$ cat src/sv/stree_pkg.sv
`timescale 1ns / 1ps
// ----------------------------------------------------------------------------
// Segment tree range sum: shared package
// Field widths, tree geometry, command codes and the types that pass between
// the front end, the command queue and the tree sequencer.
// ----------------------------------------------------------------------------
package stree_pkg;

   localparam int POS_W      = 11;
   localparam int VALUE_W    = 64;
   localparam int LEAVES     = 1024;
   localparam int NODES      = 2 * LEAVES;
   localparam int IDX_W      = $clog2(NODES);
   localparam int NODE_W     = IDX_W + 1;
   localparam int QUEUE_DEPTH = 2;

   localparam logic [POS_W-1:0] LEAVES_CAP =
      (LEAVES > (2 ** POS_W) - 1) ? POS_W'((2 ** POS_W) - 1) : POS_W'(LEAVES);
   localparam logic [POS_W-1:0] LEAVES_IN_USE_RESET = POS_W'(1024);
   localparam logic [IDX_W-1:0] LAST_NODE = IDX_W'(NODES - 1);

   localparam logic CMD_SET      = 1'b0;
   localparam logic CMD_QUERY    = 1'b1;
   localparam logic STATUS_DONE  = 1'b0;
   localparam logic STATUS_RANGE = 1'b1;

   typedef enum logic [1:0] {
      OP_SET,
      OP_QUERY,
      OP_REJECT
   } op_type;

   typedef struct packed {
      op_type                    op;
      logic [IDX_W-1:0]          lo_index;
      logic [IDX_W-1:0]          hi_index;
      logic signed [VALUE_W-1:0] value;
   } entry_type;

   typedef enum logic [3:0] {
      ST_CLEAR,
      ST_IDLE,
      ST_SET_RD,
      ST_SET_WR,
      ST_Q_CHK,
      ST_Q_LO,
      ST_Q_HI_CHK,
      ST_Q_HI,
      ST_DONE
   } state_type;

endpackage

$ cat src/sv/stree_queue.sv
`timescale 1ns / 1ps
// ----------------------------------------------------------------------------
// Segment tree range sum: command queue
// A short first-in first-out queue between the front end and the sequencer.
// ----------------------------------------------------------------------------
module stree_queue (
   input  logic                 clock,
   input  logic                 reset,
   input  logic                 push,
   input  stree_pkg::entry_type push_entry,
   output logic                 push_ready,
   input  logic                 pop,
   output logic                 pop_valid,
   output stree_pkg::entry_type pop_entry
);
   import stree_pkg::*;

   localparam int PTR_W = (QUEUE_DEPTH > 1) ? $clog2(QUEUE_DEPTH) : 1;
   localparam int CNT_W = $clog2(QUEUE_DEPTH + 1);
   localparam logic [PTR_W-1:0] PTR_LAST = PTR_W'(QUEUE_DEPTH - 1);
   localparam logic [CNT_W-1:0] CNT_FULL = CNT_W'(QUEUE_DEPTH);

   entry_type        slots_ff [QUEUE_DEPTH];
   logic [PTR_W-1:0] wr_ptr_ff, wr_ptr_in;
   logic [PTR_W-1:0] rd_ptr_ff, rd_ptr_in;
   logic [CNT_W-1:0] count_ff, count_in;
   logic             do_push, do_pop;

   assign push_ready = (count_ff != CNT_FULL);
   assign pop_valid  = (count_ff != '0);
   assign pop_entry  = slots_ff[rd_ptr_ff];
   assign do_push    = push && push_ready;
   assign do_pop     = pop && pop_valid;

   always_comb begin
      wr_ptr_in = wr_ptr_ff;
      rd_ptr_in = rd_ptr_ff;
      count_in  = count_ff;
      if (do_push) begin
         wr_ptr_in = (wr_ptr_ff == PTR_LAST) ? '0 : wr_ptr_ff + 1'b1;
      end
      if (do_pop) begin
         rd_ptr_in = (rd_ptr_ff == PTR_LAST) ? '0 : rd_ptr_ff + 1'b1;
      end
      if (do_push && !do_pop) begin
         count_in = count_ff + 1'b1;
      end else if (do_pop && !do_push) begin
         count_in = count_ff - 1'b1;
      end
   end

   always_ff @(posedge clock) begin
      if (reset) begin
         wr_ptr_ff <= '0;
         rd_ptr_ff <= '0;
         count_ff  <= '0;
      end else begin
         wr_ptr_ff <= wr_ptr_in;
         rd_ptr_ff <= rd_ptr_in;
         count_ff  <= count_in;
      end
   end

   always_ff @(posedge clock) begin
      if (do_push) begin
         slots_ff[wr_ptr_ff] <= push_entry;
      end
   end
endmodule

$ cat config.mk
export PLATFORM = sky130hd
export DESIGN_NAME = stree_queue
export DESIGN_NICKNAME = d
export VERILOG_FILES = /design/src/sv/stree_pkg.sv /design/src/sv/stree_queue.sv
export SDC_FILE = /design/constraint.sdc
export NUM_CORES = 1
export LEC_CHECK = 0
export BUFFER_PORTS_ARGS = -buffer_cell sky130_fd_sc_hd__buf_4
export CAP_MARGIN = 25
export CELL_PAD_IN_SITES_DETAIL_PLACEMENT = 1
export CELL_PAD_IN_SITES_GLOBAL_PLACEMENT = 1
export CORE_UTILIZATION = 35
export CTS_CLUSTER_SIZE = 12
export DETAILED_ROUTE_END_ITERATION = 10
export HOLD_SLACK_MARGIN = 0.02
export PLACE_DENSITY = 0.72
export SLEW_MARGIN = 40
export SYNTH_ARGS = -nofsm -noshare
export SYNTH_HDL_FRONTEND = slang
export SYNTH_SLANG_ARGS = --single-unit
export TNS_END_PERCENT = 30
$ cat constraint.sdc
create_clock -name clock -period 5 [get_ports clock]
set_input_delay 0.25 -clock clock [delete_from_list [all_inputs] [get_ports clock]]
set_output_delay 0.25 -clock clock [all_outputs]
set_load 0.03 [all_outputs]
==> flow_metrics.tcl <==
set metrics [dict create \
    cp-start-kind "flop" \
    hold_start "push" \
    most-common-layout-cells "183 x buf_4, 176 x edfxtp_1, 89 x dlygate4sd3_1" \
    syn-num-nets 391 \
    grt_pass1_wl_um 22290 \
    synthToLayoutAreaGrowth_pct 47.31 \
    vias_per_cell 4.520 \
    grt_pass1_vias 4328 \
    die_area_mm2 0.01955 \
    hold_viol 0 \
    rows 50 \
    clkTransAtPathRegs_ns 0.07 \
    cp_slowest_stage_delay_ns 0.53 \
    setup_viol 0 \
    cts_resized 0 \
    slowest_stage "dfxtp_4" \
    final.setup.tns_ns 0 \
    antenna_found_initial 0 \
    p_leak_uw 0.003700 \
    place.gp.congestion 0.6917 \
    end_kind "output pin" \
    final.period_utilization_pct 51.19 \
    start_util_pct 35.66 \
    antenna_left 0 \
    vias 3738 \
    cts_setup_buffers 0 \
    fp.dieW_um 139.8 \
    post_dp_cell_area_mm2 0.008254 \
    route.detailed.drc 0 \
    coreArea_mm2 0.01864 \
    grtUsageTotal_pct 15.09 \
    first_iter_violations 175 \
    rsz0062_at_grt "false" \
    syn_area_mm2 0.006649 \
    cts-root-buf "clkbuf_16" \
    p_per_area_mw_per_mm2 506.8 \
    synth_area_leaders "edfxtp_1 79%, mux2_2 12%, mux2_4 4.5%, dfxtp_1 1.5%, buf_6 0.68%" \
    slew_viol_final 0 \
    yosysTopAreaCell "edfxtp_1" \
    cp_num_buf_inv 3 \
    syn_area_per_cell_um2 22.31 \
    ys_seq_area_share_pct 80.99 \
    worst-setup-path-type "flop to output pin" \
    global_route.overflow_total 0 \
    worstMarginPinSlew_ns 0.6703 \
    syn_inst 298 \
    yosysWarnings 0 \
    cts_sinks 181 \
    clock_latency_ns 0.41 \
    place_hpwl_um 8346 \
    post-route-min-period_ns 2.560 \
    fin_area_mm2 0.009794 \
    final_common_cell "buf_4" \
    clkPwrFrac_pct 28.5 \
    pwr-share-comb_pct 31.8 \
    vdd.ir_drop.worst_uv 250.3 \
    worstPathArrival_ns 2.31 \
    required_ns 4.75 \
    hp-class "input pin to flop" \
    r2r-start "count_ff[0]" \
    cts_tree "yes" \
    wirelength_um 14260 \
    antenna_cells 0 \
    ctsLongestPathBuffers 2 \
    fin_skew_ns 0.006258 \
    fillers 1729 \
    synth_cell_types 19 \
    die_h_um 139.8 \
    critical-path-top-delay-family "buffers and inverters" \
    crit_top_cell "buf_4" \
    firstDrtPassIters 4 \
    layout-drive-gt1-share_pct 51.60 \
    crit_chain "buf_12 > buf_4 > mux2_2 > buf_4" \
    netSwitchingPower_uw 1546 \
    final_cells 827 \
    post_drt_wl_per_cell_um 17.24 \
    io_buffer_count 181 \
    place_inst 705 \
    p_seq_share_pct 39.7 \
    max_freq_mhz 390.7 \
    postCtsHoldBufs 89 \
    max_cap_violations 0 \
    internal_power_uw 3417 \
    synth-seq-cells 181 \
    synth_top_area_share_pct 79.49 \
    swShare_pct 31.15 \
    relSlewSlack_pct 55.32 \
    io_pins 182 \
    status "completed" \
    htreeDepth 4 \
    cp_max_fo 38 \
    cts_buffers 17 \
    nets 673 \
    grt_max_degree 89 \
]
==> metrics by stage <==
step	hold slack, ns	worst slack, ns	total power (µW)	utilization (%)
4_1_cts	0.1312	2.205	5010	52.42
3_3_place_gp	0.4354	2.689	3492	44.26
2_1_floorplan	0.3191	1.635	3011	-
5_1_grt	0.1511	2.298	5152	52.54
3_5_place_dp	0.4375	2.612	3527	44.28
6_report	0.1570	2.440	4963	52.54
==> worst min-delay path, cell delays in order <==
cell and delay [ns]:
buf_4 0.10, a21bo_2 0.12, a21oi_1 0.05
==> state kept, by name, summed over array words and instances (netlist names), named ones only <==
register   count
slots_ff     176
rd_ptr_ff      1
count_ff       2
wr_ptr_ff      1
==> power by group through the flow <==
| stage | Combinational [µW] | Clock [µW] | Sequential, µW |
|---|---|---|---|
| after detailed placement | 1470 | 0 | 2050 |
| after global routing | 1660 | 1510 | 1990 |
| final | 1580 | 1410 | 1970 |
| after floorplan | 1040 | 0 | 1970 |
| after global placement | 1450 | 0 | 2040 |
| after CTS | 1540 | 1450 | 2020 |
==> final timing paths <==
kind	slack (ns)	depth (start not counted)	end
max reg2reg	2.67	3	slots_ff[1][70]
min reg2reg	0.52	2	rd_ptr_ff
max	2.44	4	pop_entry[74]
min	0.16	3	wr_ptr_ff
==> final cells by class <==
cell class / instances / area, µm² / area share, %
sequential: 181 / 5389 / 55.02
timing repair buffer: 273 / 2285 / 23.33
multi-input combinational: 106 / 1190 / 12.15
clock buffer: 17 / 425.4 / 4.343
tap: 234 / 292.8 / 2.989
clock inverter: 15 / 201.4 / 2.057
inverter: 1 / 11.26 / 0.1150
==> cells in the mapped netlist <==
master	instances
ha_1	1
a21oi_1	2
xor2_1	3
mux2_4	20
buf_2	6
mux2_2	68
and3_1	1
edfxtp_1	176
or3_1	1
o21ai_0	2
or2_2	1
nand2b_1	1
a21bo_2	1
inv_1	1
buf_6	4
and2_1	1
dfxtp_1	5
nor2_1	3
nand3b_1	1
==> per-layer routing <==
| metal | wire [µm] | track usage (%) | vias to the layer above |
|---|---|---|---|
| met5 | 0 | 0 | - |
| met4 | 155 | 4.858 | 0 |
| met3 | 695 | 4.852 | 12 |
| met2 | 7618 | 27.71 | 120 |
| met1 | 5790 | 16.35 | 1866 |
| li1 | - | - | 1740 |
==> cells by family (layout without fill, tap and decap cells) <==
family	after synthesis	after routing	share of synthesized area, %
and+or+nand+nor	9	9	0.7531
AOI/OAI and AO/OA	5	5	0.4517
muxes	88	88	16.03
adders and majority gates	1	1	0.1882
xor gates and xnor gates	3	3	0.3953
buffers and inverters	11	306	1.185
DFF	181	181	80.99
(Power assumes the default switching activity.)
