===== config.mk =====
export PLATFORM = sky130hd
export DESIGN_NAME = stree_front_flat
export DESIGN_NICKNAME = d
export VERILOG_FILES = /design/src/sv/stree_pkg.sv /design/src/sv/stree_if.sv /design/src/sv/stree_front.sv /design/src/flat_wrapper.sv
export SDC_FILE = /design/constraint.sdc
export NUM_CORES = 1
export LEC_CHECK = 0
export BUFFER_PORTS_ARGS = -buffer_cell sky130_fd_sc_hd__buf_2
export CORE_AREA = 2 2 74 76
export DETAILED_ROUTE_END_ITERATION = 8
export DIE_AREA = 0 0 76 78
export PLACE_DENSITY = 0.86
export SYNTH_ARGS = -nofsm -noshare
export SYNTH_HDL_FRONTEND = slang
export SYNTH_SLANG_ARGS = --single-unit
export TNS_END_PERCENT = 100

===== constraint.sdc =====
create_clock -name clock -period 6.3 [get_ports clock]
set_input_delay 1.26 -clock clock [delete_from_list [all_inputs] [get_ports clock]]
set_output_delay 1.26 -clock clock [all_outputs]
set_load 0.02 [all_outputs]

===== src/sv/stree_pkg.sv =====
`timescale 1ns / 1ps
// ----------------------------------------------------------------------------
// Segment tree range sum: shared package
// Field widths, tree geometry, command codes and the types that pass between
// the front end, the command queue and the tree sequencer.
// ----------------------------------------------------------------------------
package stree_pkg;

   localparam int POS_W      = 11;
   localparam int VALUE_W    = 64;
   localparam int LEAVES     = 1024;
   localparam int NODES      = 2 * LEAVES;
   localparam int IDX_W      = $clog2(NODES);
   localparam int NODE_W     = IDX_W + 1;
   localparam int QUEUE_DEPTH = 2;

   localparam logic [POS_W-1:0] LEAVES_CAP =
      (LEAVES > (2 ** POS_W) - 1) ? POS_W'((2 ** POS_W) - 1) : POS_W'(LEAVES);
   localparam logic [POS_W-1:0] LEAVES_IN_USE_RESET = POS_W'(1024);
   localparam logic [IDX_W-1:0] LAST_NODE = IDX_W'(NODES - 1);

   localparam logic CMD_SET      = 1'b0;
   localparam logic CMD_QUERY    = 1'b1;
   localparam logic STATUS_DONE  = 1'b0;
   localparam logic STATUS_RANGE = 1'b1;

   typedef enum logic [1:0] {
      OP_SET,
      OP_QUERY,
      OP_REJECT
   } op_type;

   typedef struct packed {
      op_type                    op;
      logic [IDX_W-1:0]          lo_index;
      logic [IDX_W-1:0]          hi_index;
      logic signed [VALUE_W-1:0] value;
   } entry_type;

   typedef enum logic [3:0] {
      ST_CLEAR,
      ST_IDLE,
      ST_SET_RD,
      ST_SET_WR,
      ST_Q_CHK,
      ST_Q_LO,
      ST_Q_HI_CHK,
      ST_Q_HI,
      ST_DONE
   } state_type;

endpackage


===== src/sv/stree_if.sv =====
`timescale 1ns / 1ps
// ----------------------------------------------------------------------------
// Segment tree range sum: channel interfaces
// Request and response channels with a valid/ready handshake.
// ----------------------------------------------------------------------------
interface stree_req_if;
   import stree_pkg::*;

   logic                      valid;
   logic                      ready;
   logic                      command;
   logic [POS_W-1:0]          first_position;
   logic [POS_W-1:0]          last_position;
   logic signed [VALUE_W-1:0] new_value;

   modport source (output valid, command, first_position, last_position, new_value,
                   input ready);
   modport sink   (input valid, command, first_position, last_position, new_value,
                   output ready);
endinterface



===== src/sv/stree_front.sv =====
`timescale 1ns / 1ps
// ----------------------------------------------------------------------------
// Segment tree range sum: front end
// Holds the leaf limit register, checks positions and turns each request into
// a queue entry with node indices.
// ----------------------------------------------------------------------------
module stree_front (
   input  logic                        clock,
   input  logic                        reset,
   stree_req_if.sink                   req,
   input  logic                        csr_wr_en,
   input  logic [stree_pkg::POS_W-1:0] csr_wr_data,
   input  logic                        clearing,
   input  logic                        queue_ready,
   output logic                        push,
   output stree_pkg::entry_type        push_entry
);
   import stree_pkg::*;

   logic [POS_W-1:0] leaves_in_use_ff;
   logic [POS_W-1:0] leaves_in_use_in;
   logic [POS_W-1:0] limit;
   logic             first_ok;
   logic             last_ok;

   always_ff @(posedge clock) begin
      if (reset) begin
         leaves_in_use_ff <= LEAVES_IN_USE_RESET;
      end else begin
         leaves_in_use_ff <= leaves_in_use_in;
      end
   end

   assign leaves_in_use_in = csr_wr_en ? csr_wr_data : leaves_in_use_ff;
   assign limit    = (leaves_in_use_ff > LEAVES_CAP) ? LEAVES_CAP : leaves_in_use_ff;
   assign first_ok = (req.first_position != '0) && (req.first_position <= limit);
   assign last_ok  = (req.last_position != '0) && (req.last_position <= limit);

   assign req.ready = queue_ready && !clearing;
   assign push      = req.valid && req.ready;

   always_comb begin
      push_entry.lo_index = IDX_W'(LEAVES - 1) + IDX_W'(req.first_position);
      push_entry.hi_index = IDX_W'(LEAVES - 1) + IDX_W'(req.last_position);
      push_entry.value    = req.new_value;
      case (req.command)
         CMD_SET: begin
            push_entry.op = first_ok ? OP_SET : OP_REJECT;
         end
         CMD_QUERY: begin
            push_entry.op = (first_ok && last_ok) ? OP_QUERY : OP_REJECT;
         end
         default: begin
            push_entry.op = OP_REJECT;
         end
      endcase
   end
endmodule


===== src/flat_wrapper.sv =====
// flat-port wrapper written by rule: the top's interface ports become plain ports
module stree_front_flat import stree_pkg::*;
  (clock, reset, csr_wr_en, csr_wr_data, clearing, queue_ready, push, push_entry, req_valid, req_command, req_first_position, req_last_position, req_new_value, req_ready);
  stree_req_if req_i ();
  input  logic clock;
  input  logic reset;
  input  logic csr_wr_en;
  input  logic [stree_pkg::POS_W-1:0] csr_wr_data;
  input  logic clearing;
  input  logic queue_ready;
  output logic push;
  output stree_pkg::entry_type push_entry;
  input wire logic [$bits(req_i.valid)-1:0] req_valid;
  input wire logic [$bits(req_i.command)-1:0] req_command;
  input wire logic [$bits(req_i.first_position)-1:0] req_first_position;
  input wire logic [$bits(req_i.last_position)-1:0] req_last_position;
  input wire logic [$bits(req_i.new_value)-1:0] req_new_value;
  output wire logic [$bits(req_i.ready)-1:0] req_ready;
  assign req_i.valid = req_valid;
  assign req_i.command = req_command;
  assign req_i.first_position = req_first_position;
  assign req_i.last_position = req_last_position;
  assign req_i.new_value = req_new_value;
  assign req_ready = req_i.ready;
  stree_front u_core (.clock(clock), .reset(reset), .req(req_i), .csr_wr_en(csr_wr_en), .csr_wr_data(csr_wr_data), .clearing(clearing), .queue_ready(queue_ready), .push(push), .push_entry(push_entry));
endmodule

==> key figures, run 1 <==
Cells and area
  • Antenna diode count: 0
  • Leading cell type in the layout, fill and taps excluded: buf_2
  • Largest register FFs: 11
  • Biggest regs: u_core.leaves_in_use_ff x11
  • Final Core Density: 34.8%
  • Area growth, synth to finish: -1.89%
  • Proportion of layout cells with a drive suffix above 1: 32.9%
  • Final Net Count: 360
  • Largest Register: u_core.leaves_in_use_ff
  • Most frequent cells in the layout: 65 x buf_2, 24 x ha_1, 20 x nand2_1

Worst setup path
  • CP endpoint kind: output pin
  • Setup CP Type: in2out
  • Startpoint types: input port
  • Crit path DAT: 2.88 ns
  • Cells on worst reg2reg path: 2
  • WP data required: 5.04 ns
  • Critical Path Fanout Max: 3

Floorplanning
  • Total I/O pin count: 194
  • Die height: 78 um
  • Die Wd: 76 um
  • # rows: 26
  • Starting Density: 35.5%
  • DIE AREA: 5930 um2
  • Core area: 5040 um2

Drt
  • Post-route DRC violation count: 0
  • Drt initial violations: 45
  • Avg WL per Cell: 14.1 um
  • 1st-pass router iterations: 4
  • Vias per std cell: 4.82
  • Detail Route Antenna Nets: 0
  • Total vias in the final route: 1,450
  • WL final: 4.26 mm

Power
  • PD cells: 142 nW/um2
  • Pleak: 0.863 nW
  • Post-layout power: 0.249 mW
  • Maximum VDD drop: 115 uV

Yosys
  • Synth warn: 0
  • Post-Synthesis Cells: 229
  • Synth unique cells: 33
  • Synthesized Nets: 357
  • Synth Area per Inst: 7.81 um2
  • Area leader, netlist: buf_4
  • Seq/Total Area, Yosys: 12.3%
  • Post-Syn Area: 1790 um2
  • Seq cells post-synth: 11
  • Yosys top cell area share: 26.9%
  • Top post-synthesis cells by area: buf_4 27%, ha_1 17%, dfxtp_1 12%

Clock tree
  • CTS clk-pin slew, worst paths: 0.05 ns
  • Clk buf depth: 2
  • Clk_lat worst skew: 0.24 ns
  • Post-CTS setup buffer count: 0
  • # hold bufs at CTS: 0
  • CTS tree: done
  • Total clock sinks: 11
  • Clock root cell: clkbuf_8
  • CTS buffer count: 3
  • Post_cts resized: 0
  • H-tree depth: 1

Status
  • Status: completed

Flow run
  • MaxCap Viol Count: 0

STA
  • Final setup viols: 0
  • RSZ-0062 raised after global routing: no
  • Setup TNS: 0 ns
  • Slew @ Worst Pin: 0.337 ns
  • Final WS setup: 2.16 ns
  • Maximum achievable frequency: 242 MHz
  • Final Skew: 0 ns
  • Pins Over Slew Limit: 0
  • Fin. Hold Viols: 0
  • Min Tclk post-route: 4.14 ns
  • Max_slew headroom: 77.5%
  • Final period utilization: 65.7%

Place
  • HPWL Detailed: 3.73 mm
  • Pre-CTS WS: 2.16 ns
  • Final GP Congestion: 0.820
  • Buffers added on ports: 65

GRT
  • Largest net degree at the start of global routing: 13
  • Initial antenna violation count: 0
  • Global-route usage over all layers: 13.9%
  • First-pass GRT wire length: 6.77 mm
  • Vias in the first global route: 1,403
  • Grt ovf: 0

Worst hold path
  • Hold crit path type: reg2reg
  • Hold Path Stages: 2
[cell families (layout without fill, tap and decap cells)]
logic type | count (synthesis) | after routing | synth area share [%]
xor+xnor | 16 | 16 | 7.84
flops | 11 | 11 | 12.3
fa+ha+maj | 24 | 24 | 16.8
compound gates | 24 | 24 | 7.63
buf+inv | 79 | 81 | 30.0
mux | 10 | 10 | 5.60
simple gates | 65 | 65 | 19.8
[cells in the mapped netlist]
library cell,instances
and3_1,1
o211ai_1,2
nor4_1,1
clkbuf_1,2
nand3b_1,3
nor4_4,1
a21oi_1,11
and2_1,1
o21ai_1,1
mux2i_1,10
xor2_1,8
buf_4,64
dfxtp_1,11
nand3_1,3
nand2_1,20
o21ai_0,6
inv_1,12
a21o_1,1
nand2_2,2
ha_1,24
a211oi_1,1
nor2_4,1
a22oi_1,1
nor2b_1,3
nand4_1,3
or4_4,2
nor3_1,5
xnor2_1,8
nor4_2,1
buf_1,1
nor2_1,17
o31a_1,1
nor3_4,1
[final timing paths]
path                                             from                                       end  slack (ns)
max reg2reg  u_core.leaves_in_use_ff[10]$_SDFFE_PP1P_  u_core.leaves_in_use_ff[10]$_SDFFE_PP1P_        5.49
max                             req_first_position[5]                            push_entry[86]        2.16
min reg2reg   u_core.leaves_in_use_ff[3]$_SDFFE_PP0P_   u_core.leaves_in_use_ff[3]$_SDFFE_PP0P_        0.49
min           u_core.leaves_in_use_ff[3]$_SDFFE_PP0P_   u_core.leaves_in_use_ff[3]$_SDFFE_PP0P_        0.49
[per-layer routing]
metal	track usage (%)	routed length, um
met4	6.55	145
met1	15.1	1610
met3	3.37	365
met5	0	0
met2	25.4	2130
[stage by stage]
step | std cells | hold WS, ns | instance area, um2
2_1_floorplan | 229 | 0.452 | 1790
3_3_place_gp | 297 | 0.474 | 1710
3_5_place_dp | 297 | 0.484 | 1710
4_1_cts | 301 | 0.496 | 1750
5_1_grt | 301 | 0.539 | 1750
6_report | 301 | 0.489 | 1750
[power breakdown]
part           internal, mW  switching (mW)  total (mW)
logic                0.0410          0.0606       0.102
registers            0.0740         0.00232      0.0764
clock network        0.0444          0.0262      0.0706
total                 0.159          0.0892       0.249
[worst max-delay path: stages]
cell	delay (ns)
buf_2	0.12
or4_4	0.56
nor3_4	0.16
nand2_2	0.11
nor4_2	0.21
a21oi_1	0.10
and3_1	0.20
buf_2	0.16
[cell type report]
type                       count  area [um2]
fill                         521        3290
multi-input combinational    139        1030
timing repair buffer          65         325
sequential                    11         220
tap                           70        87.6
clock buffer                   4        45.0
inverter                      12        45.0
(Power assumes the default switching activity.)
==> inputs of run 2 (changes only) <==
Settings changed: CORE_AREA 2 2 74 76 to not set, CORE_UTILIZATION set to 32, DIE_AREA 0 0 76 78 to not set, PLACE_DENSITY 0.86 to 0.83.
Clock period 6.3 ns to 3.4 ns, I/O delays scaled along.
==> key figures, run 2 (synthesis gave the netlist of run 1 again) <==
Drt
  • Met3 WL: 300 um (was 365 um)
  • Vias per std cell: 4.77 (was 4.82)
  • Routed length on met2: 2.10 mm (was 2.13 mm)
  • Total vias in the final route: 1,435 (was 1,450)
  • 1st-pass router iterations: 4 (unchanged)
  • Detail Route Antenna Nets: 0 (unchanged)
  • WL met1: 1.68 mm (was 1.61 mm)
  • Max layer used: met4 (unchanged)
  • Drt initial violations: 39 (was 45)
  • Post-route DRC violation count: 0 (unchanged)
  • WL final: 4.18 mm (was 4.26 mm)
  • Avg WL per Cell: 13.9 um (was 14.1 um)

Clock tree
  • Clk_lat worst skew: 0.23 ns (was 0.24 ns)
  • Clock root cell: clkbuf_8 (unchanged)
  • H-tree depth: 1 (unchanged)
  • Clk buf depth: 2 (unchanged)
  • Total clock sinks: 11 (unchanged)
  • # hold bufs at CTS: 0 (unchanged)
  • CTS tree: done (unchanged)
  • CTS clk-pin slew, worst paths: 0.05 ns (about the same)
  • Post-CTS setup buffer count: 0 (unchanged)
  • Post_cts resized: 0 (unchanged)
  • CTS buffer count: 3 (unchanged)

Flow run
  • MaxCap Viol Count: 0 (unchanged)

STA
  • Final setup viols: 0 (unchanged)
  • Maximum achievable frequency: 327 MHz
  • Slew @ Worst Pin: 0.334 ns (was 0.337 ns)
  • Pins Over Slew Limit: 0 (unchanged)
  • Max_slew headroom: 77.5% (about the same)
  • Final Skew: 0 ns (unchanged)
  • Final WS setup: 0.346 ns (was 2.16 ns)
  • Setup TNS: 0 ns (unchanged)
  • Min Tclk post-route: 3.05 ns
  • Hold_ws: 0.503 ns (was 0.489 ns)
  • Final period utilization: 89.8%
  • RSZ-0062 raised after global routing: no (unchanged)
  • Fin. Hold Viols: 0 (unchanged)

Worst setup path
  • Reg-to-reg startpoint: u_core.leaves_in_use_ff[10]$_SDFFE_PP1P_ (unchanged)
  • CP endpoint kind: output pin (unchanged)
  • Critical Path, Cell by Cell: inv_1 -> nand2_1 -> ha_1 -> a21oi_1 -> o21ai_0 -> a211oi_1 -> o21ai_0 -> a21oi_1 -> and3_1 -> buf_2 (was buf_2 -> or4_4 -> nor3_4 -> nand2_2 -> nor4_2 -> a21oi_1 -> and3_1 -> buf_2)
  • Top Family by Delay on Critical Path: compound AO/OA/AOI/OAI gates (was simple AND/OR/NAND/NOR gates)
  • Slowest stage delay, CP: 0.33 ns (was 0.56 ns)
  • Startpoint types: flip-flop (was input port)
  • Critical R2R Capture: u_core.leaves_in_use_ff[10]$_SDFFE_PP1P_ (unchanged)
  • Worst path bufs/invs: 2 (unchanged)
  • Slowest library cell on the worst path: ha_1 (was or4_4)
  • Setup CP Type: reg2out (was in2out)
  • Critical Path Fanout Max: 12 (was 3)
  • Cells on worst reg2reg path: 2 (unchanged)
  • FF-to-FF setup slack: 2.60 ns (was 5.49 ns)
  • WP data required: 2.72 ns (was 5.04 ns)
  • Crit path DAT: 2.37 ns (was 2.88 ns)

Power
  • Combinational power share: 40.6% (was 40.9%)
  • Flop pwr share: 31.0% (was 30.7%)
  • Maximum VDD drop: 206 uV (was 115 uV)
  • Clock network power share: 28.4% (about the same)
  • PD cells: 261 nW/um2 (was 142 nW/um2)
  • Pleak: 0.865 nW (was 0.863 nW)
  • Sw frac: 35.9% (about the same)
  • Pint: 0.293 mW (was 0.159 mW)
  • Post-layout power: 0.458 mW (was 0.249 mW)
  • Sw power: 0.164 mW (was 0.0892 mW)

Cells and area
  • Final Core Density: 33.5% (was 34.8%)
  • Largest Register: u_core.leaves_in_use_ff (unchanged)
  • Largest register FFs: 11 (unchanged)
  • Multi-input logic area: 1030 um2 (unchanged)
  • Filler cells: 552 (was 521)
  • Design area: 1760 um2 (was 1750 um2)
  • Leading cell type in the layout, fill and taps excluded: buf_2 (unchanged)
  • Antenna diode count: 0 (unchanged)
  • Final Net Count: 360 (unchanged)
  • Most frequent cells in the layout: 65 x buf_2, 24 x ha_1, 20 x nand2_1 (unchanged)
  • Fin cells: 301 (unchanged)
  • Area growth, synth to finish: -1.82% (was -1.89%)
  • Proportion of layout cells with a drive suffix above 1: 33.3% (was 32.9%)
  • Biggest regs: u_core.leaves_in_use_ff x11 (unchanged)
  • FF/Latch Area: 220 um2 (unchanged)

GRT
  • Global-route usage over all layers: 14.0% (was 13.9%)
  • Initial antenna violation count: 0 (unchanged)
  • Vias in the first global route: 1,396 (was 1,403)
  • First-pass GRT wire length: 6.68 mm (was 6.77 mm)
  • Largest net degree at the start of global routing: 13 (unchanged)
  • Grt ovf: 0 (unchanged)

Floorplanning
  • Total I/O pin count: 194 (unchanged)
  • Core area: 5240 um2 (was 5040 um2)
  • Die height: 76.8 um (was 78 um)
  • Die Wd: 76.8 um (was 76 um)
  • # rows: 26 (unchanged)
  • DIE AREA: 5890 um2 (was 5930 um2)
  • Starting Density: 34.1% (was 35.5%)

Status
  • Status: completed (unchanged)

Worst hold path
  • Worst Hold End: u_core.leaves_in_use_ff[7]$_SDFFE_PP0P_ (was u_core.leaves_in_use_ff[3]$_SDFFE_PP0P_)
  • Hold crit path type: reg2reg (unchanged)
  • Worst Min Path Start: u_core.leaves_in_use_ff[7]$_SDFFE_PP0P_ (was u_core.leaves_in_use_ff[3]$_SDFFE_PP0P_)
  • Hold Path Stages: 2 (unchanged)

Place
  • Buffers added on ports: 65 (unchanged)
  • HPWL Detailed: 3.72 mm (was 3.73 mm)
  • Pre-CTS WS: 0.454 ns (was 2.16 ns)
  • Final GP Congestion: 0.865 (was 0.820)
  • Placed cell areas: 1710 um2 (unchanged)
  • Post-Place Cells: 297 (unchanged)
==> run 2: routing by layer <==
| layer | GRT usage [%] | up-vias |
|---|---|---|
| li1 | - | 709 |
| met1 | 15.8 | 646 |
| met2 | 26.0 | 67 |
| met3 | 2.14 | 13 |
| met4 | 5.38 | 0 |
| met5 | 0 | - |
==> run 2: area by class of cell <==
cell class	count	share of cell area (%)
Clock buffer	3	2.35
Sequential cell	11	12.5
Inverter	12	2.57
Tap cell	70	4.99
Clock inverter	1	0.285
Multi-Input combinational cell	139	58.7
Timing Repair Buffer	65	18.5
==> run 2: worst max path at each step <==
stage	slack, ns	from	to	cells after the start
2_1_floorplan	0.69	req_last_position[4]	push_entry[87]	6
3_3_place_gp	0.47	req_last_position[4]	push_entry[86]	8
3_5_place_dp	0.45	req_last_position[4]	push_entry[86]	8
4_1_cts	0.33	u_core.leaves_in_use_ff[10]$_SDFFE_PP1P_	push_entry[86]	10
5_1_grt	0.09	u_core.leaves_in_use_ff[10]$_SDFFE_PP1P_	push_entry[86]	10
6_report	0.35	u_core.leaves_in_use_ff[10]$_SDFFE_PP1P_	push_entry[86]	10
==> run 2: power groups by stage <==
stage | Combinational, mW | Clock [mW] | Sequential, mW
final | 0.186 | 0.130 | 0.142
after global placement | 0.183 | 0 | 0.144
after CTS | 0.188 | 0.134 | 0.142
after floorplan | 0.222 | 0 | 0.142
after detailed placement | 0.187 | 0 | 0.144
after global routing | 0.208 | 0.140 | 0.142
==> run 2: tightest hold or removal path, delay by kind of cell, from the launching register on <==
kind	cells	cell delay [ns]
flops	1	0.33
mux	1	0.07
simple gates	1	0.07
